File: config.mk
export PLATFORM = sky130hd
export DESIGN_NAME = gdr_front
export DESIGN_NICKNAME = d
export VERILOG_FILES = /design/src/rtl/gdr_pkg.sv /design/src/rtl/gdr_front.sv
export SDC_FILE = /design/constraint.sdc
export NUM_CORES = 1
export LEC_CHECK = 0
export BUFFER_PORTS_ARGS = -buffer_cell sky130_fd_sc_hd__buf_2
export CAP_MARGIN = 20
export CORE_ASPECT_RATIO = 0.75
export CORE_MARGIN = 2
export CORE_UTILIZATION = 35
export CTS_BUF_LIST = sky130_fd_sc_hd__clkbuf_8 sky130_fd_sc_hd__clkbuf_16
export DETAILED_ROUTE_END_ITERATION = 8
export PLACE_DENSITY = 0.58
export SYNTH_ARGS = -nofsm -noshare
export SYNTH_HDL_FRONTEND = slang
export SYNTH_SLANG_ARGS = --single-unit
File: constraint.sdc
create_clock -name clk_i -period 8.5 [get_ports clk_i]
set_input_delay 1.7 -clock clk_i [delete_from_list [all_inputs] [get_ports clk_i]]
set_output_delay 1.7 -clock clk_i [all_outputs]
set_load 0.01 [all_outputs]
File: src/rtl/gdr_pkg.sv
`default_nettype none

package gdr_pkg;

  // Block dimensions.
  localparam int NUM_HEADS = 4;
  localparam int KEY_DIM   = 128;
  localparam int VALUE_DIM = 128;

  localparam int VEC_DEPTH = NUM_HEADS * KEY_DIM;
  localparam int MAT_DEPTH = VEC_DEPTH * VALUE_DIM;

  localparam int VEC_AW = (VEC_DEPTH > 1) ? $clog2(VEC_DEPTH) : 1;
  localparam int MAT_AW = (MAT_DEPTH > 1) ? $clog2(MAT_DEPTH) : 1;
  localparam int COL_W  = (KEY_DIM > 1) ? $clog2(KEY_DIM) : 1;
  localparam int CNT_W  = $clog2(KEY_DIM + 1);

  // Field widths of the ports.
  localparam int TYPE_W = 2;
  localparam int HEAD_W = 2;
  localparam int IDX_W  = 7;
  localparam int ELEM_W = 16;
  localparam int WORD_W = 32;

  // Accumulator: 48-bit products summed over KEY_DIM terms.
  localparam int ACC_W = 48 + CNT_W;

  // Depth of the command queue between front and back.
  localparam int QDEPTH = 2;

  localparam logic KIND_ROW  = 1'b0;
  localparam logic KIND_READ = 1'b1;

  typedef enum logic [TYPE_W-1:0] {
    REQ_LOAD  = 2'd0,
    REQ_ROW   = 2'd1,
    REQ_WRITE = 2'd2,
    REQ_READ  = 2'd3
  } req_e;

  typedef enum logic [2:0] {
    OP_LOAD      = 3'd0,
    OP_ROW       = 3'd1,
    OP_WRITE     = 3'd2,
    OP_READ      = 3'd3,
    OP_READ_ZERO = 3'd4
  } op_e;

  typedef struct packed {
    op_e                op;
    logic [VEC_AW-1:0]  vec_addr;
    logic [MAT_AW-1:0]  mat_addr;
    logic [MAT_AW-1:0]  row_base;
    logic [ELEM_W-1:0]  key_elem;
    logic [ELEM_W-1:0]  query_elem;
    logic [ELEM_W-1:0]  gate;
    logic [ELEM_W-1:0]  beta;
    logic [ELEM_W-1:0]  value_elem;
    logic [WORD_W-1:0]  state_word;
    logic               keep;
  } cmd_t;

  // Clamp to the signed 32-bit range.
  function automatic logic signed [WORD_W-1:0] sat32(input logic signed [63:0] x);
    logic signed [WORD_W-1:0] r;
    if (x > 64'sh0000_0000_7FFF_FFFF) begin
      r = 32'sh7FFF_FFFF;
    end else if (x < -64'sh0000_0000_8000_0000) begin
      r = -32'sh8000_0000;
    end else begin
      r = x[WORD_W-1:0];
    end
    return r;
  endfunction

endpackage

`default_nettype wire

File: src/rtl/gdr_front.sv
`default_nettype none

module gdr_front import gdr_pkg::*; (
  input  wire logic               clk_i,
  input  wire logic               rst_ni,
  input  wire logic               in_valid_i,
  output      logic               in_ready_o,
  input  wire logic [TYPE_W-1:0]  req_type_i,
  input  wire logic [HEAD_W-1:0]  head_i,
  input  wire logic [IDX_W-1:0]   row_i,
  input  wire logic [IDX_W-1:0]   col_i,
  input  wire logic [ELEM_W-1:0]  key_elem_i,
  input  wire logic [ELEM_W-1:0]  query_elem_i,
  input  wire logic [ELEM_W-1:0]  gate_i,
  input  wire logic [ELEM_W-1:0]  beta_i,
  input  wire logic [ELEM_W-1:0]  value_elem_i,
  input  wire logic [WORD_W-1:0]  state_word_i,
  input  wire logic               keep_update_i,
  input  wire logic               clear_busy_i,
  input  wire logic               pop_i,
  output      logic               cmd_valid_o,
  output      cmd_t               cmd_o
);

  localparam int QPW = (QDEPTH > 1) ? $clog2(QDEPTH) : 1;
  localparam int QCW = $clog2(QDEPTH + 1);

  logic   head_ok, row_ok, col_ok;
  logic   push_ok;
  logic   push;
  cmd_t   cmd_in;

  cmd_t             queue_q [QDEPTH];
  logic [QPW-1:0]   wptr_q, rptr_q;
  logic [QCW-1:0]   cnt_q;

  // Range checks on the indexes.
  assign head_ok = int'(head_i) < NUM_HEADS;
  assign row_ok  = int'(row_i) < VALUE_DIM;
  assign col_ok  = int'(col_i) < KEY_DIM;

  // Classify the item and work out its addresses.
  always_comb begin
    cmd_in            = '0;
    cmd_in.op         = OP_LOAD;
    cmd_in.key_elem   = key_elem_i;
    cmd_in.query_elem = query_elem_i;
    cmd_in.gate       = gate_i;
    cmd_in.beta       = beta_i;
    cmd_in.value_elem = value_elem_i;
    cmd_in.state_word = state_word_i;
    cmd_in.keep       = keep_update_i;
    cmd_in.row_base   = MAT_AW'((int'(head_i) * VALUE_DIM + int'(row_i)) * KEY_DIM);
    cmd_in.mat_addr   = MAT_AW'((int'(head_i) * VALUE_DIM + int'(row_i)) * KEY_DIM
                                + int'(col_i));
    cmd_in.vec_addr   = VEC_AW'(int'(head_i) * KEY_DIM + int'(col_i));
    push_ok           = 1'b0;
    case (req_e'(req_type_i))
      REQ_LOAD: begin
        cmd_in.op = OP_LOAD;
        push_ok   = head_ok && col_ok;
      end
      REQ_ROW: begin
        cmd_in.op       = OP_ROW;
        cmd_in.vec_addr = VEC_AW'(int'(head_i) * KEY_DIM);
        push_ok         = head_ok && row_ok;
      end
      REQ_WRITE: begin
        cmd_in.op = OP_WRITE;
        push_ok   = head_ok && row_ok && col_ok;
      end
      REQ_READ: begin
        cmd_in.op = (head_ok && row_ok && col_ok) ? OP_READ : OP_READ_ZERO;
        push_ok   = 1'b1;
      end
      default: begin
        push_ok = 1'b0;
      end
    endcase
  end

  // Out-of-range load, row and write items are taken and dropped; reads become OP_READ_ZERO.
  assign in_ready_o  = (cnt_q != QCW'(QDEPTH)) && !clear_busy_i;
  assign push        = in_valid_i && in_ready_o && push_ok;
  assign cmd_valid_o = cnt_q != '0;
  assign cmd_o       = queue_q[rptr_q];

  // Queue storage.
  always_ff @(posedge clk_i) begin
    if (push) begin
      queue_q[wptr_q] <= cmd_in;
    end
  end

  // Queue pointers and fill count.
  always_ff @(posedge clk_i or negedge rst_ni) begin
    if (!rst_ni) begin
      wptr_q <= '0;
      rptr_q <= '0;
      cnt_q  <= '0;
    end else begin
      if (push) begin
        wptr_q <= (wptr_q == QPW'(QDEPTH - 1)) ? '0 : wptr_q + 1'b1;
      end
      if (pop_i) begin
        rptr_q <= (rptr_q == QPW'(QDEPTH - 1)) ? '0 : rptr_q + 1'b1;
      end
      if (push && !pop_i) begin
        cnt_q <= cnt_q + 1'b1;
      end else if (pop_i && !push) begin
        cnt_q <= cnt_q - 1'b1;
      end
    end
  end

endmodule

`default_nettype wire

---- After elaboration in Yosys (flattened, before gate mapping) ----
Memories as Yosys holds them, arrays and structs flattened.
Cells that the tools add are included.
word-level totals
  word-level logic and storage cells ...... 36
  output and inout bits ................... 159
  input port bits ......................... 136
  memories kept ........................... 1
  bits in registers ....................... 4
  memory bits (writable) .................. 300
memory list
  memory   depth  bits a word  read ports  clocked after Yosys merged registers in  write ports  line             text
  queue_q  2      150          1           0                                        1            gdr_front.sv:33  cmd_t queue_q [QDEPTH];
cells by class
  $add $sub $neg .......................... 7
  multiplexer cells ....................... 9
  reductions and logical operators ........ 12
  equality and inequality tests ........... 4
operators by type and width
  operator                                                               number
  9-bit by 7-bit adder with 9-bit output                                 2
  16-bit by 7-bit adder with 16-bit output                               1
  3-bit one-hot mux with 4 select lines                                  1
  9-bit two-way mux                                                      1
  1-bit logical AND                                                      5
  1-bit two-way mux                                                      5
  2-bit equality test, second input constant                             2
  2-bit two-way mux                                                      2
  2-bit nonzero test                                                     2
  4-bit OR reduction                                                     1
  1-bit logical NOT                                                      3
  1-bit adder, second input constant                                     2
  2-bit by 1-bit adder with 2-bit output, second input constant          1
  2-bit by 1-bit equality test with 1-bit output, second input constant  1
  2-bit logical NOT                                                      1
  2-bit != test, second input constant                                   1
  2-bit by 1-bit subtractor with 2-bit output, second input constant     1

---- Longest topological paths before layout ----
Gate-level depths: netlist of run 1.
  depth in word-level cells ............... 8
  gate-level depth with buffers ........... 6

---- Worst setup path before layout of run 1 ----
No wires, ideal clock.
  path kind ............................... input to register
  start ................................... in clear_busy_i
  end ..................................... mem queue_q[0][0] in the netlist's numbering (enable)
  arrival ................................. 8.030 ns
  required time ........................... 7.846 ns
  cell stages on the path ................. 2
  setup time .............................. 0.654 ns
  path slack .............................. -0.184 ns
  cell sequence ........................... nor3b_4 nor2b_1
on the way
  longest elaborated chain between the ends .. 6
RTL lines
  element                                  line             text
  start, declared                          gdr_front.sv:19  input wire logic clear_busy_i,
  1-bit logical NOT                        gdr_front.sv:83  assign in_ready_o = (cnt_q != QCW'(QDEPTH)) && !clear_busy_i;
  1-bit logical AND                        gdr_front.sv:83
  1-bit logical AND (2 in a row)           gdr_front.sv:84  assign push = in_valid_i && in_ready_o && push_ok;
  1-bit two-way mux                        gdr_front.sv:90  if (push) begin
  1-bit two-way mux (implied by the code)  gdr_front.sv:91  queue_q[wptr_q] <= cmd_in;
  end, declared                            gdr_front.sv:33
Every way passes these cells.

==> impl_metrics.env, run 1 <==
export IMPL_status="finished clean"
export IMPL_core_um2=29200
export IMPL_drive_above_1_share_pct=59.9
export IMPL_worstPathArrival_ns=2.91
export IMPL_crit_path_end_kind="output port"
export IMPL_wire_per_inst_um=17.2
export IMPL_pwr_density_cell_nw_per_um2=308
export IMPL_synth_cell_types=18
export IMPL_ios=295
export IMPL_vdd_ir_drop_max_uv=184
export IMPL_ys_seq_elements=280
export IMPL_rsz0062_at_grt="false"
export IMPL_worstMarginPinSlew_ns=0.984
export IMPL_firstDrtPassIters=4
export IMPL_die_h_um=153
export IMPL_synth_area_um2=10400
export IMPL_p_int_mw=2.89
export IMPL_synth_mux_area_share_pct=14.9
export IMPL_cts_max_level=1
export IMPL_p_leak_nw=4.81
export IMPL_synth_fa_ha_area_share_pct=0.120
export IMPL_clockBufferDepth=3
export IMPL_synth_simple_area_share_pct=0.974
export IMPL_n_antenna_cell=0
export IMPL_drv_slew=0
export IMPL_postSynthCellCount=477
export IMPL_synth_top_family_by_area="multiplexers"
export IMPL_via_per_inst=4.41
export IMPL_drt_wl_total_um=20400
export IMPL_die_area_um2=31100
export IMPL_ys_seq_area_share_pct=80.6
export IMPL_globalplace_congestion=0.718
export IMPL_clk_latency_ns=0.54
export IMPL_switching_share_pct=27.9
export IMPL_clockRootBuffer="clkbuf_16"
export IMPL_fin_skew_ns=0.0104
export IMPL_cts_sinks=280
export IMPL_critical_path_startpoint_type="register"
export IMPL_async_reset_ff_share_pct=1.43
export IMPL_synth_compound_area_share_pct=0
export IMPL_synth_warnings=0
export IMPL_p_sw_mw=1.11
export IMPL_gr_usage_all_layers_pct=12.6
export IMPL_port_buffers=286
export IMPL_antenna_found_initial=1
export IMPL_fp_dieW_um=203
export IMPL_pwr_share_clk_pct=29.1
export IMPL_post_route_util_pct=44.6
export IMPL_tns_ns=0
export IMPL_avgSynthCellArea_um2=21.8
export IMPL_critPathRequiredTime_ns=6.80
export IMPL_fin_crit_sh_pct=54.2
export IMPL_postRouteAntennaNets=0
export IMPL_drc=0
export IMPL_ys_flop_type="edfxtp_1"
export IMPL_dpl_hpwl_um=13000
export IMPL_grt_pass1_wl_um=30600
export IMPL_max_freq_ghz=0.217
export IMPL_yosys_cell_count_top_type="edfxtp_1"
export IMPL_routed_via_count=5214
export IMPL_synth_edf_count=276
export IMPL_synth_area_leader_cell="edfxtp_1"
export IMPL_cts_resized=0
export IMPL_grt_ovfl_total=0
export IMPL_setup_viol=0
export IMPL_synth_area_leaders="edfxtp_1 80%, mux2_2 15%, buf_4 1.5%"
export IMPL_cts_buffers=28
export IMPL_sequentialPowerShare_pct=44.5
export IMPL_clkTransAtPathRegs_ns=0.06
export IMPL_start_util_pct=35.7
export IMPL_rows=54
export IMPL_drt_iter0_drc=218
export IMPL_final_nets=907
export IMPL_r2r_setup_slack_ns=6.13
export IMPL_postCtsSetupRepairBufs=0
export IMPL_fin_crit_ns=4.61
export IMPL_grt_max_degree=77
export IMPL_slew_limit_headroom_pct=34.4
export IMPL_p_comb_share_pct=26.4
export IMPL_grt_pass1_vias=5278
export IMPL_tritoncts="yes"
export IMPL_synthTopCellsByCount="276 x edfxtp_1, 138 x mux2_2, 21 x buf_4, 11 x buf_6, 8 x and2_1"
export IMPL_min_path_type="register to register"
export IMPL_area_growth_pct=25.0
export IMPL_cap_violations=0
export IMPL_finalHoldViolCount=0
export IMPL_yosys_area_top_type_share_pct=79.6
export IMPL_worstSetupPathType="register to output port"
export IMPL_worstPathMaxFanout=64
export IMPL_synth_xor_area_share_pct=0.421
export IMPL_postCtsHoldBufs=0
[metrics by stage]
stage	instance area [µm²]	power [mW]	hold slack (ns)	worst slack (ns)	cells
floorplan	10400	2.54	0.447	2.47	484
global placement	12100	2.87	0.463	4.13	1131
detailed placement	12100	2.87	0.473	4.10	1131
CTS	13000	4.05	0.490	3.50	1181
global route	13000	4.20	0.506	3.72	1182
finish	13000	4.00	0.489	3.89	1182
[worst max-delay path: stages, from the launching register on]
cell and delay [ns]:
dfrtp_4 0.63, buf_16 0.32, buf_4 0.71, mux2_2 0.42
buf_2 0.14
[power by group through the flow]
| stage | Sequential (mW) | Combinational [mW] | Clock, mW |
|---|---|---|---|
| floorplan | 1.80 | 0.746 | 0 |
| global placement | 1.86 | 1.01 | 0 |
| detailed placement | 1.86 | 1.01 | 0 |
| CTS | 1.84 | 1.01 | 1.20 |
| global route | 1.80 | 1.15 | 1.26 |
| finish | 1.78 | 1.06 | 1.16 |
[sequential cells by signal, summed over array words and instances, names as in the netlist]
name,flops
queue_q,276
wptr_q,1
cnt_q,2
rptr_q,1
[routing by layer]
layer | global-route usage (%) | wire length, µm | vias to the layer above | share of wire, %
met5 | 0 | 11 | - | 0.054
met4 | 2.85 | 403 | 2 | 2.0
met3 | 4.90 | 1730 | 33 | 8.5
met2 | 19.0 | 8950 | 169 | 44
met1 | 17.3 | 9290 | 2578 | 46
li1 | - | - | 2432 | -
[final cells by class]
type,count,area [µm²]
well taps,392,490
clock inverters,21,146
fillers,2618,16200
multi-input cells,167,1750
repair buffers,292,1500
flip-flops and latches,280,8390
clock buffers,29,726
inverters,1,3.75
[final timing paths]
kind                          start              to  cells after the start
min in group asynchronous    rst_ni        cnt_q[1]                      1
hold / removal             cnt_q[1]        cnt_q[1]                      1
setup reg to reg           cnt_q[1]  queue_q[0][72]                      4
setup / recovery             rptr_q       cmd_o[81]                      4
max in group asynchronous    rst_ni          rptr_q                      1
hold reg to reg            cnt_q[1]        cnt_q[1]                      1
[layout by cell type (no fill, tap or decap)]
cell / netlist / routed
buf_2: 2 / 286
edfxtp_1: 276 / 276
mux2_2: 138 / 138
clkbuf_16: 0 / 29
clkinv_1: 0 / 11
conb_1: 1 / 8
and2_1: 8 / 7
clkinv_2: 0 / 5
buf_4: 21 / 5
xor2_1: 4 / 4
dfrtp_1: 4 / 3
nor2_1: 2 / 2
inv_1: 1 / 2
bufinv_16: 0 / 2
nor2b_1: 2 / 1
nor3b_4: 1 / 1
nand2b_1: 1 / 1
or2_2: 1 / 1
and2_4: 0 / 1
nor2b_4: 0 / 1
xnor2_1: 1 / 1
ha_1: 1 / 1
clkinv_4: 0 / 1
clkinvlp_4: 0 / 1
buf_16: 0 / 1
dfrtp_4: 0 / 1
[kinds of logic (layout without fill, tap and decap cells)]
| logic type | after synthesis | count (layout) |
|---|---|---|
| simple gates | 15 | 15 |
| xor+xnor | 5 | 5 |
| fa+ha+maj | 1 | 1 |
| flops | 280 | 280 |
| other cells | 1 | 8 |
| buf+inv | 37 | 343 |
| mux | 138 | 138 |
Note: power is estimated with default switching activity, not from simulation.
==> inputs of run 2 (changes only) <==
--- a/config.mk
+++ b/config.mk
@@ -12,7 +12,7 @@
 export CORE_UTILIZATION = 35
 export CTS_BUF_LIST = sky130_fd_sc_hd__clkbuf_8 sky130_fd_sc_hd__clkbuf_16
 export DETAILED_ROUTE_END_ITERATION = 8
-export PLACE_DENSITY = 0.58
+export PLACE_DENSITY = 0.61
 export SYNTH_ARGS = -nofsm -noshare
 export SYNTH_HDL_FRONTEND = slang
 export SYNTH_SLANG_ARGS = --single-unit
==> constraint.sdc (replaced) <==
create_clock -name clk_i -period 3.8 [get_ports clk_i]
set_input_delay 0.76 -clock clk_i [delete_from_list [all_inputs] [get_ports clk_i]]
set_output_delay 0.76 -clock clk_i [all_outputs]
set_load 0.01 [all_outputs]
==> run 2 against run 1 <==
Effect of this change:
- critical path depth down 1
- combinational power up 120%
- first-iteration DRC count unchanged
- critical path type unchanged
- critical endpoint is now cmd_o[2]
- largest cell class unchanged
==> impl_metrics.env, run 2 (same netlist as run 1, synthesis figures left out) <==
export IMPL_finalNonFillerCells=1179
export IMPL_fin_ws_ns=0.849
export IMPL_grt_pass1_wl_um=30100
export IMPL_fin_skew_ns=0.0201
export IMPL_grt_max_degree=81
export IMPL_hold_ws_ns=0.407
export IMPL_postRouteAntennaNets=0
export IMPL_final_nets=907
export IMPL_final_cell_mix="286 x buf_2, 276 x edfxtp_1, 138 x mux2_2, 27 x clkbuf_16, 10 x inv_1"
export IMPL_fin_crit_ns=2.95
export IMPL_worstMarginPinSlew_ns=0.523
export IMPL_rsz0062_at_grt="false"
export IMPL_clk_latency_ns=0.54
export IMPL_clockBufferDepth=3
export IMPL_area_growth_pct=24.5
export IMPL_grt_ovfl_total=0
export IMPL_layout_area_seq_um2=8390
export IMPL_cts_sinks=280
export IMPL_rows=54
export IMPL_antenna_found_initial=2
export IMPL_cts_max_level=1
export IMPL_ios=295
export IMPL_clockRootBuffer="clkbuf_16"
export IMPL_start_util_pct=35.7
export IMPL_layout_commonest_cell="buf_2"
export IMPL_tritoncts="yes"
export IMPL_routed_via_count=5190
export IMPL_drt_iter0_drc=218
export IMPL_fillerInstances=2583
export IMPL_cts_buffers=27
export IMPL_p_total_mw=8.67
export IMPL_die_area_um2=31100
export IMPL_place_area_um2=12200
export IMPL_drc=0
export IMPL_r2r_setup_slack_ns=1.81
export IMPL_pwr_density_cell_nw_per_um2=669
export IMPL_critPathRequiredTime_ns=3.04
export IMPL_worstPathMaxFanout=79
export IMPL_drive_above_1_share_pct=59.4
export IMPL_dpl_worst_slack_ns=1.42
export IMPL_max_freq_ghz=0.339
export IMPL_cap_violations=0
export IMPL_reg_largest_list="queue_q: 276 flops, cnt_q: 2 flops"
export IMPL_p_leak_nw=4.80
export IMPL_status="finished clean"
export IMPL_critical_path_startpoint_type="register"
export IMPL_globalplace_congestion=0.707
export IMPL_multi_input_area_um2=1750
export IMPL_crit_path_end_kind="output port"
export IMPL_dp_cells=1132
export IMPL_finalHoldViolCount=0
export IMPL_setup_viol=0
export IMPL_worstSetupPathType="register to output port"
export IMPL_cts_resized=0
export IMPL_largest_reg_flops=276
export IMPL_port_buffers=286
export IMPL_wire_per_inst_um=17.0
export IMPL_firstDrtPassIters=4
export IMPL_vdd_ir_drop_max_uv=431
export IMPL_drt_wl_total_um=20000
export IMPL_clkTransAtPathRegs_ns=0.06
export IMPL_grt_pass1_vias=5365
export IMPL_drv_slew=0
export IMPL_post_route_util_pct=44.4
export IMPL_slew_limit_headroom_pct=65.1
export IMPL_dpl_hpwl_um=12800
export IMPL_tns_ns=0
export IMPL_fp_dieW_um=203
export IMPL_top_register="queue_q"
export IMPL_worstPathArrival_ns=2.19
export IMPL_via_per_inst=4.40
export IMPL_fin_crit_sh_pct=77.7
export IMPL_core_um2=29200
export IMPL_die_h_um=153
export IMPL_gr_usage_all_layers_pct=12.4
export IMPL_min_path_type="input port to register"
export IMPL_fin_area_um2=13000
==> run 2: path summary, 6_finish.rpt <==
| check | cells after the start | to | start |
|---|---|---|---|
| max in group asynchronous | 2 | rptr_q | rst_ni |
| min in group asynchronous | 2 | cnt_q[0] | rst_ni |
| max reg2reg | 4 | queue_q[0][76] | cnt_q[1] |
| max | 3 | cmd_o[2] | rptr_q |
| min | 1 | queue_q[0][27] | state_word_i[26] |
| min reg2reg | 1 | cnt_q[1] | cnt_q[1] |
==> run 2: timing repair <==
action                    in CTS  in global routing
hold endpoints to repair       4                  0
hold buffers                   1                  0
buffers inserted               0                  0
==> run 2: metal layers <==
metal  GRT usage (%)  part of all wire [%]  vias to the layer above  wire length (µm)
met1            16.8                    44                     2559              8870
met4            4.07                   2.6                        2               517
met5               0                 0.080                        -                16
met2            18.9                    45                      164              8980
met3            4.33                   8.0                       36              1600
li1                -                     -                     2429                 -
==> run 2: critical path, stage by stage (launching register included) <==
cell and delay (ns):
dfrtp_4 0.60, buf_12 0.35, mux2_2 0.41, buf_2 0.14
==> run 2: final cells by class <==
| cell class | instances | share of cell area, % |
|---|---|---|
| Inverter | 1 | 0.0290 |
| Multi-Input combinational cell | 167 | 13.5 |
| Sequential cell | 280 | 64.8 |
| Clock buffer | 27 | 5.22 |
| Antenna cell | 1 | 0.0193 |
| Timing Repair Buffer | 293 | 12.1 |
| Tap cell | 392 | 3.79 |
| Clock inverter | 18 | 0.570 |
==> run 2: report_power, final <==
part	total, mW	switching [mW]	internal (mW)
clock	2.32	1.05	1.27
combinational	2.38	1.26	1.13
sequential	3.97	0.125	3.84
